===== src/hw/rtl/tws_pkg.sv =====
// ----------------------------------------------------------------------------
// tws_pkg: shared types and constants for the two-wire sensor master
// Payload structs, configuration struct, register reset values and the
// start pattern tables used by the bus sequencer.
// ----------------------------------------------------------------------------
package tws_pkg;

   // input transaction: one pin tick
   typedef struct packed {
      logic start_req;
      logic measure_humidity;
      logic data_in;
   } tws_req_type;

   // result transaction: pin drives and status
   typedef struct packed {
      logic        clock_out;
      logic        data_out;
      logic        data_drive;
      logic        busy_res;
      logic        done_res;
      logic [15:0] raw_value;
      logic [2:0]  error_flags;
   } tws_rsp_type;

   // configuration registers as seen by the sequencer
   typedef struct packed {
      logic [7:0]  temperature_command;
      logic [7:0]  humidity_command;
      logic [15:0] poll_interval_ticks;
      logic [15:0] max_polls;
   } tws_cfg_type;

   localparam int unsigned CsrAddrWidth = 4;
   localparam int unsigned CsrDataWidth = 32;

   localparam logic [7:0]  TEMP_CMD_RESET      = 8'd3;
   localparam logic [7:0]  HUM_CMD_RESET       = 8'd5;
   localparam logic [15:0] POLL_INTERVAL_RESET = 16'd2000;
   localparam logic [15:0] MAX_POLLS_RESET     = 16'd1000;

   // start pattern, bit i is the level on tick i of the pattern
   localparam logic [7:0] START_CLK_PATTERN  = 8'b0011_0110;
   localparam logic [7:0] START_DATA_PATTERN = 8'b0110_0011;

endpackage


===== src/hw/rtl/tws_csr.sv =====
// ----------------------------------------------------------------------------
// tws_csr: configuration register file
// APB-style write and read of the command bytes, poll interval and poll limit.
// ----------------------------------------------------------------------------
module tws_csr (
   input  logic                            clock,
   input  logic                            reset,
   input  logic                            psel,
   input  logic                            penable,
   input  logic                            pwrite,
   input  logic [tws_pkg::CsrAddrWidth-1:0] paddr,
   input  logic [tws_pkg::CsrDataWidth-1:0] pwdata,
   output logic [tws_pkg::CsrDataWidth-1:0] prdata,
   output tws_pkg::tws_cfg_type            cfg
);
   import tws_pkg::*;

   typedef enum logic [1:0] {
      REG_TEMP_CMD,
      REG_HUM_CMD,
      REG_POLL_INTERVAL,
      REG_MAX_POLLS
   } reg_index_type;

   tws_cfg_type   cfg_ff;
   reg_index_type reg_index;
   logic          write_en;

   assign reg_index = reg_index_type'(paddr[3:2]);
   assign write_en  = psel & penable & pwrite;

   // register writes
   always_ff @(posedge clock) begin
      if (reset) begin
         cfg_ff.temperature_command <= TEMP_CMD_RESET;
         cfg_ff.humidity_command    <= HUM_CMD_RESET;
         cfg_ff.poll_interval_ticks <= POLL_INTERVAL_RESET;
         cfg_ff.max_polls           <= MAX_POLLS_RESET;
      end else if (write_en) begin
         case (reg_index)
            REG_TEMP_CMD:      cfg_ff.temperature_command <= pwdata[7:0];
            REG_HUM_CMD:       cfg_ff.humidity_command    <= pwdata[7:0];
            REG_POLL_INTERVAL: cfg_ff.poll_interval_ticks <= pwdata[15:0];
            REG_MAX_POLLS:     cfg_ff.max_polls           <= pwdata[15:0];
            default:           cfg_ff <= cfg_ff;
         endcase
      end
   end

   // read mux
   always_comb begin
      case (reg_index)
         REG_TEMP_CMD:      prdata = {24'd0, cfg_ff.temperature_command};
         REG_HUM_CMD:       prdata = {24'd0, cfg_ff.humidity_command};
         REG_POLL_INTERVAL: prdata = {16'd0, cfg_ff.poll_interval_ticks};
         REG_MAX_POLLS:     prdata = {16'd0, cfg_ff.max_polls};
         default:           prdata = '0;
      endcase
   end

   assign cfg = cfg_ff;

endmodule


===== src/hw/rtl/tws_seq.sv =====
// ----------------------------------------------------------------------------
// tws_seq: bus sequencer
// Advances the measurement sequence by one tick per accepted transaction and
// computes the pin drives and status for that tick.
// ----------------------------------------------------------------------------
module tws_seq (
   input  logic                 clock,
   input  logic                 reset,
   input  logic                 step,
   input  tws_pkg::tws_req_type req,
   input  tws_pkg::tws_cfg_type cfg,
   output tws_pkg::tws_rsp_type rsp
);
   import tws_pkg::*;

   typedef enum logic [4:0] {
      PH_IDLE = 5'd0,
      PH_START = 5'd1,
      PH_CSET = 5'd2,
      PH_CHI = 5'd3,
      PH_CLO = 5'd4,
      PH_AHI = 5'd5,
      PH_AREL = 5'd6,
      PH_ALO = 5'd7,
      PH_WAIT = 5'd8,
      PH_R1HI = 5'd9,
      PH_R1LO = 5'd10,
      PH_MD1 = 5'd11,
      PH_MD0 = 5'd12,
      PH_MCH = 5'd13,
      PH_MCL = 5'd14,
      PH_R2HI = 5'd15,
      PH_R2LO = 5'd16,
      PH_KD1 = 5'd17,
      PH_KCH = 5'd18,
      PH_KCL = 5'd19
   } phase_type;

   phase_type   phase_ff, phase_in, cur_phase;
   logic [3:0]  bit_counter_ff, bit_counter_in;
   logic [7:0]  command_shift_ff, command_shift_in;
   logic [15:0] read_shift_ff, read_shift_in;
   logic [15:0] interval_counter_ff, interval_counter_in;
   logic [15:0] poll_counter_ff, poll_counter_in;
   logic [2:0]  error_bits_ff, error_bits_in;
   logic [15:0] interval_limit, poll_limit;
   logic [3:0]  bit_counter_inc;

   // zero limits count as one
   assign interval_limit = (cfg.poll_interval_ticks == 16'd0) ? 16'd1
                                                               : cfg.poll_interval_ticks;
   assign poll_limit     = (cfg.max_polls == 16'd0) ? 16'd1 : cfg.max_polls;
   assign bit_counter_inc = bit_counter_ff + 4'd1;

   // next state and pin drives for this tick
   always_comb begin
      phase_in            = phase_ff;
      bit_counter_in      = bit_counter_ff;
      command_shift_in    = command_shift_ff;
      read_shift_in       = read_shift_ff;
      interval_counter_in = interval_counter_ff;
      poll_counter_in     = poll_counter_ff;
      error_bits_in       = error_bits_ff;
      rsp.clock_out       = 1'b0;
      rsp.data_out        = 1'b0;
      rsp.data_drive      = 1'b0;
      rsp.busy_res        = 1'b1;
      rsp.done_res        = 1'b0;
      cur_phase           = phase_ff;

      // start request from idle begins the start pattern on this tick
      if (phase_ff == PH_IDLE && req.start_req) begin
         command_shift_in = req.measure_humidity ? cfg.humidity_command
                                                 : cfg.temperature_command;
         error_bits_in    = 3'd0;
         bit_counter_in   = 4'd0;
         cur_phase        = PH_START;
      end

      case (cur_phase)
         PH_START: begin
            rsp.clock_out  = START_CLK_PATTERN[bit_counter_in[2:0]];
            rsp.data_out   = START_DATA_PATTERN[bit_counter_in[2:0]];
            rsp.data_drive = 1'b1;
            if (bit_counter_in >= 4'd7) begin
               bit_counter_in = 4'd0;
               phase_in       = PH_CSET;
            end else begin
               bit_counter_in = bit_counter_in + 4'd1;
               phase_in       = PH_START;
            end
         end
         PH_CSET, PH_CHI, PH_CLO: begin
            rsp.data_out   = command_shift_in[~bit_counter_ff[2:0]];
            rsp.data_drive = 1'b1;
            rsp.clock_out  = (cur_phase == PH_CHI);
            if (cur_phase == PH_CSET) begin
               phase_in = PH_CHI;
            end else if (cur_phase == PH_CHI) begin
               phase_in = PH_CLO;
            end else if (bit_counter_inc >= 4'd8) begin
               bit_counter_in = 4'd0;
               phase_in       = PH_AHI;
            end else begin
               bit_counter_in = bit_counter_inc;
               phase_in       = PH_CSET;
            end
         end
         PH_AHI: begin
            rsp.clock_out  = 1'b1;
            rsp.data_out   = command_shift_ff[0];
            rsp.data_drive = 1'b1;
            phase_in       = PH_AREL;
         end
         PH_AREL: begin
            // sensor ack: data must be low
            rsp.clock_out = 1'b1;
            if (req.data_in) error_bits_in[0] = 1'b1;
            phase_in = PH_ALO;
         end
         PH_ALO: begin
            // sensor must release the line after ack
            if (!req.data_in) error_bits_in[1] = 1'b1;
            interval_counter_in = 16'd0;
            poll_counter_in     = 16'd0;
            phase_in            = PH_WAIT;
         end
         PH_WAIT: begin
            interval_counter_in = interval_counter_ff + 16'd1;
            if (interval_counter_in >= interval_limit) begin
               interval_counter_in = 16'd0;
               poll_counter_in     = poll_counter_ff + 16'd1;
               if (!req.data_in || poll_counter_in >= poll_limit) begin
                  if (req.data_in) error_bits_in[2] = 1'b1;
                  bit_counter_in = 4'd0;
                  read_shift_in  = 16'd0;
                  phase_in       = PH_R1HI;
               end
            end
         end
         PH_R1HI, PH_R2HI: begin
            rsp.clock_out = 1'b1;
            read_shift_in = {read_shift_ff[14:0], req.data_in};
            phase_in      = (cur_phase == PH_R1HI) ? PH_R1LO : PH_R2LO;
         end
         PH_R1LO, PH_R2LO: begin
            if (bit_counter_inc >= 4'd8) begin
               bit_counter_in = 4'd0;
               phase_in       = (cur_phase == PH_R1LO) ? PH_MD1 : PH_KD1;
            end else begin
               bit_counter_in = bit_counter_inc;
               phase_in       = (cur_phase == PH_R1LO) ? PH_R1HI : PH_R2HI;
            end
         end
         // master ack between the two bytes
         PH_MD1: begin
            rsp.data_out   = 1'b1;
            rsp.data_drive = 1'b1;
            phase_in       = PH_MD0;
         end
         PH_MD0: begin
            rsp.data_drive = 1'b1;
            phase_in       = PH_MCH;
         end
         PH_MCH: begin
            rsp.clock_out  = 1'b1;
            rsp.data_drive = 1'b1;
            phase_in       = PH_MCL;
         end
         PH_MCL: begin
            rsp.data_drive = 1'b1;
            phase_in       = PH_R2HI;
         end
         // skip crc with ack high
         PH_KD1: begin
            rsp.data_out   = 1'b1;
            rsp.data_drive = 1'b1;
            phase_in       = PH_KCH;
         end
         PH_KCH: begin
            rsp.clock_out  = 1'b1;
            rsp.data_out   = 1'b1;
            rsp.data_drive = 1'b1;
            phase_in       = PH_KCL;
         end
         PH_KCL: begin
            rsp.data_out   = 1'b1;
            rsp.data_drive = 1'b1;
            rsp.done_res   = 1'b1;
            phase_in       = PH_IDLE;
         end
         default: begin
            rsp.busy_res = 1'b0;
            phase_in     = PH_IDLE;
         end
      endcase

      rsp.raw_value   = read_shift_in;
      rsp.error_flags = error_bits_in;
   end

   // sequencer state
   always_ff @(posedge clock) begin
      if (reset) begin
         phase_ff            <= PH_IDLE;
         bit_counter_ff      <= 4'd0;
         command_shift_ff    <= 8'd0;
         read_shift_ff       <= 16'd0;
         interval_counter_ff <= 16'd0;
         poll_counter_ff     <= 16'd0;
         error_bits_ff       <= 3'd0;
      end else if (step) begin
         phase_ff            <= phase_in;
         bit_counter_ff      <= bit_counter_in;
         command_shift_ff    <= command_shift_in;
         read_shift_ff       <= read_shift_in;
         interval_counter_ff <= interval_counter_in;
         poll_counter_ff     <= poll_counter_in;
         error_bits_ff       <= error_bits_in;
      end
   end

endmodule


===== src/hw/rtl/two_wire_sensor_measurement_master_top.sv =====
// ----------------------------------------------------------------------------
// two_wire_sensor_measurement_master_top: two-wire sensor bus master
// Tick-driven measurement sequencer with configuration registers.
// ----------------------------------------------------------------------------
// Usage:
//   Each req transaction is one pin tick: a start request, the measurement
//   kind and the sampled data line. Each tick yields exactly one rsp
//   transaction with the clock and data drives, busy/done, the raw 16-bit
//   value and the sticky error flags.
//   A tick's result is registered in the output register at the edge that
//   accepts the tick. Throughput is one tick per cycle; req_ready stays
//   high while the output register is empty or is being taken in the
//   same cycle.
//   A stalled receiver holds the result; one more tick is not taken until
//   that result leaves, so the sequencer never runs ahead of the output.
//   Reset puts the sequencer in idle with all counters and flags cleared and
//   loads the default commands, poll interval and poll limit.
//   Registers (APB, byte address 4*i): 0 temperature command, 1 humidity
//   command, 2 poll interval in ticks, 3 poll limit. Write them while idle.
// ----------------------------------------------------------------------------
module two_wire_sensor_measurement_master_top (
   input  logic                             clock,
   input  logic                             reset,
   input  logic                             req_valid,
   output logic                             req_ready,
   input  tws_pkg::tws_req_type             req_payload,
   output logic                             rsp_valid,
   input  logic                             rsp_ready,
   output tws_pkg::tws_rsp_type             rsp_payload,
   input  logic                             psel,
   input  logic                             penable,
   input  logic                             pwrite,
   input  logic [tws_pkg::CsrAddrWidth-1:0] paddr,
   input  logic [tws_pkg::CsrDataWidth-1:0] pwdata,
   output logic [tws_pkg::CsrDataWidth-1:0] prdata,
   output logic                             pready
);
   import tws_pkg::*;

   tws_cfg_type cfg;
   tws_rsp_type rsp_next;
   tws_rsp_type rsp_payload_ff;
   logic        rsp_valid_ff, rsp_valid_in;
   logic        step;

   assign pready    = 1'b1;
   assign req_ready = ~rsp_valid_ff | rsp_ready;
   assign step      = req_valid & req_ready;

   tws_csr u_csr (
      .clock   (clock),
      .reset   (reset),
      .psel    (psel),
      .penable (penable),
      .pwrite  (pwrite),
      .paddr   (paddr),
      .pwdata  (pwdata),
      .prdata  (prdata),
      .cfg     (cfg)
   );

   tws_seq u_seq (
      .clock (clock),
      .reset (reset),
      .step  (step),
      .req   (req_payload),
      .cfg   (cfg),
      .rsp   (rsp_next)
   );

   // output register valid
   always_comb begin
      rsp_valid_in = rsp_valid_ff;
      if (step) begin
         rsp_valid_in = 1'b1;
      end else if (rsp_ready) begin
         rsp_valid_in = 1'b0;
      end
   end

   always_ff @(posedge clock) begin
      if (reset) begin
         rsp_valid_ff <= 1'b0;
      end else begin
         rsp_valid_ff <= rsp_valid_in;
      end
   end

   // output register payload
   always_ff @(posedge clock) begin
      if (step) begin
         rsp_payload_ff <= rsp_next;
      end
   end

   assign rsp_valid   = rsp_valid_ff;
   assign rsp_payload = rsp_payload_ff;

endmodule


===== config.mk =====
export PLATFORM = sky130hd
export DESIGN_NAME = two_wire_sensor_measurement_master_top
export DESIGN_NICKNAME = d
export VERILOG_FILES = /design/src/hw/rtl/tws_pkg.sv /design/src/hw/rtl/tws_csr.sv /design/src/hw/rtl/tws_seq.sv /design/src/hw/rtl/two_wire_sensor_measurement_master_top.sv
export SDC_FILE = /design/constraint.sdc
export NUM_CORES = 1
export LEC_CHECK = 0
export ABC_AREA = 1
export BUFFER_PORTS_ARGS = -buffer_cell sky130_fd_sc_hd__buf_4
export CAP_MARGIN = 20
export CORE_MARGIN = 2
export CORE_UTILIZATION = 59
export CTS_CLUSTER_DIAMETER = 150
export CTS_CLUSTER_SIZE = 14
export DETAILED_ROUTE_END_ITERATION = 16
export PLACE_DENSITY = 0.81
export SYNTH_ARGS = -nofsm -noshare
export SYNTH_HDL_FRONTEND = slang
export SYNTH_SLANG_ARGS = --single-unit

===== constraint.sdc =====
create_clock -name clock -period 3.7 [get_ports clock]
set_clock_uncertainty 0.2 [all_clocks]
set_input_delay 0.74 -clock clock [delete_from_list [all_inputs] [get_ports clock]]
set_output_delay 0.74 -clock clock [all_outputs]
set_load 0.005 [all_outputs]

==> results.txt <==
Synth warnings - 0
Worst Path Required - 3790 ps
Post-Place Cells - 1379
Top_reg_cell synth - dfxtp_1
Port Buf Inserts - 69
Pwr Total - 4.057 mW
Core Box Area - 13770 sq um
Die area - 14900 sq um
Die height - 122.1 microns
Clk_lat worst skew - 420 ps
Layout fillers - 1157
Starting density of the core - 0.5971
Drt pass-1 iters - 5
Reg2reg setup slack - 120 ps
Synth area leader - dfxtp_1
Worst-path fanout max - 9
Site Rows - 43
Slew HR - 0.5762
Asr flop ratio synth - 0
Hold Path Origin - u_seq.interval_counter_ff[14]
Initial DRC count - 655
Final nets - 1304
Most frequent cell after synthesis - nand2_1
IO Pins - 105
Hold Path Cell Cnt - 2
Via count - 7801
Area contributors post-synth - dfxtp_1 28%, nand2_1 12%, edfxtp_1 8.8%
Fraction of layout cells with a size suffix above 1 - 0.1372
Top-area cell type share of the netlist area - 0.2848
Number of enable flip-flop cells after synthesis - 24
WHS - 266.6 ps
Via/cell ratio - 5.525
Slew @ Worst Pin - 633.4 ps
GR Util All Layers - 0.2767
MaxCap Viol Count - 0
R2R Path End - u_seq.phase_ff[2]
ANT cells - 0
Hold EP - u_seq.interval_counter_ff[14]
DR WL/cell - 14.31 microns
CP Capture Type - register
Finished Core Util - 0.6892
First-pass GRT wire length - 32500 microns
Max H-tree Level - 4
Post-route ant nets - 0
Remaining DRCs - 0
R2R depth - 19
Routability congestion estimate - 0.9159
Startpoint Class - register
Clk sinks - 141
F_max - 0.2794 GHz
Clk pin slew, worst setup/hold paths - 60 ps
Longest Clk Path Bufs - 2
Syn avg cell area - 7.139 sq um
Status - finished, final reports clean
Maximum vdd drop - 0.0003218 V
Post-synth cell types - 48
Cell Pwr Density - 427.4 nW/um^2
Grt ovf - 0
Worst EP arrival - 3670 ps
Die X - 122.1 microns
DP HPWL - 14270 microns
Post-Syn Instances - 1152
Vias in the first global route - 6936
Final hold violations - 0
Antenna violations before repair - 0
Detailed Route WL - 20210 microns
CTS tree - done
Final setup vio count - 0
Cts hold-fix bufs - 0
CTS Buf Count - 17
Fin. max-slew vios - 0
Leakage Power - 4.568 nW
Sequential area share after synthesis - 0.3724
Critical path type - register to register
Crit Reg-Reg Startpoint - u_seq.interval_counter_ff[3]
Commonest cells in the netlist - 269 x nand2_1, 165 x inv_1, 117 x dfxtp_1
Non-filler cells, final - 1412
Yosys reg bits - 141
Worst hold path class - register to register
Synthesized area - 8224 sq um
Largest net degree at the start of global routing - 56
Crit share post-route - 0.9672
Root Buffer - clkbuf_16
Tmin final - 3578 ps
Area grow syn2layout - 15.43%
[placed cells by master (no fill, tap or decap), types with 4 or more instances in the layout]
| cell | count |
|---|---|
| a21oi_1 | 69 |
| buf_4 | 83 |
| clkbuf_16 | 17 |
| clkbuf_8 | 4 |
| conb_1 | 17 |
| dfxtp_1 | 117 |
| edfxtp_1 | 24 |
| ha_1 | 39 |
| inv_1 | 165 |
| inv_2 | 6 |
| nand2_1 | 269 |
| nand2_2 | 14 |
| nand3_1 | 61 |
| nand4_1 | 25 |
| nor2_1 | 105 |
| nor2_4 | 5 |
| nor3_1 | 13 |
| nor4_1 | 7 |
| o2111ai_1 | 8 |
| o211ai_1 | 17 |
| o21ai_0 | 74 |
| o22ai_1 | 11 |
| o22ai_2 | 10 |
| xor2_1 | 23 |
[flip-flops by register name, summed over array words and instances, names as in the netlist]
register	count
u_seq.read_shift_ff	16
rsp_payload	24
u_seq.interval_counter_ff	16
u_seq.bit_counter_ff	4
rsp_valid	1
u_seq.poll_counter_ff	16
u_seq.phase_ff	5
u_seq.command_shift_ff	8
u_seq.error_bits_ff	3
u_csr.cfg	48
[final cells by class]
type | count | area, sq um | area share
Clock inverter | 9 | 86.33 | 0.009095
Sequential cell | 141 | 3063 | 0.3227
Tap cell | 180 | 225.2 | 0.02372
Timing Repair Buffer | 86 | 683.2 | 0.07197
Multi-Input combinational cell | 800 | 4297 | 0.4526
Clock buffer | 23 | 488.0 | 0.05140
Inverter | 173 | 650.6 | 0.06854
[critical path, cell delays in order (launching register included)]
cell and delay (ps):
dfxtp_1 360, inv_1 100, nor4_1 420, buf_4 210, nand2_1 50, nor2_1 120
nand2_1 80, xor2_1 260, ha_1 300, nand2_1 90, nand2_1 60, nand2_1 50
nand2_1 50, a21oi_1 330, nand4_4 180, buf_4 230, nand3_2 170, nand2_1 70
o21ai_0 80, nor2_1 50
[how the worst max path moves through the flow]
| stage | from | end | slack [ps] |
|---|---|---|---|
| finish | u_seq.interval_counter_ff[3] | u_seq.phase_ff[2] | 120 |
| global route | u_seq.interval_counter_ff[4] | u_seq.phase_ff[2] | -50 |
| CTS | u_seq.poll_counter_ff[0] | u_seq.phase_ff[1] | 180 |
| detailed placement | u_seq.poll_counter_ff[0] | rsp_payload[12] | 190 |
| global placement | u_seq.poll_counter_ff[0] | u_seq.phase_ff[1] | 280 |
| floorplan | u_seq.poll_counter_ff[0] | rsp_payload[18] | 630 |
[repair_timing]
action	in CTS	in global routing
resized for setup	0	5
endpoints found under the setup margin	0	35
buffers inserted	0	0
[routing by layer]
layer | track usage | vias to the layer above | wire length (microns) | share of wire
li1 | - | 3887 | - | -
met1 | 0.3777 | 3580 | 9089 | 0.45
met2 | 0.4361 | 294 | 9276 | 0.46
met3 | 0.05571 | 40 | 1376 | 0.068
met4 | 0.09842 | 0 | 470 | 0.023
met5 | 0 | - | 0 | 0
[stage by stage]
stage	area, sq um	worst slack [ps]	setup TNS, ps
after floorplan	8280	632.5	0
after global placement	8879	283.2	0
after detailed placement	8879	194.3	0
after CTS	9453	175.6	0
after global routing	9493	-52.81	-567.9
final	9493	121.5	0
[power breakdown]
part,switching [mW],internal (mW),leakage [nW]
clock,0.649,0.996,0.276
combinational,0.449,0.255,3.10
sequential,0.0528,1.66,1.19
total,1.15,2.91,4.57
[logic make-up (layout without fill, tap and decap cells)]
logic type,count (synthesis),after routing,share of synthesized area
simple gates,518,519,0.2792
fa+ha+maj,39,39,0.05933
other cells,2,17,0.0009132
buf+inv,227,291,0.1168
mux,1,1,0.001217
compound gates,200,200,0.1445
flops,141,141,0.3724
xor+xnor,24,24,0.02556
No activity file was read; power rests on OpenSTA's default activity.
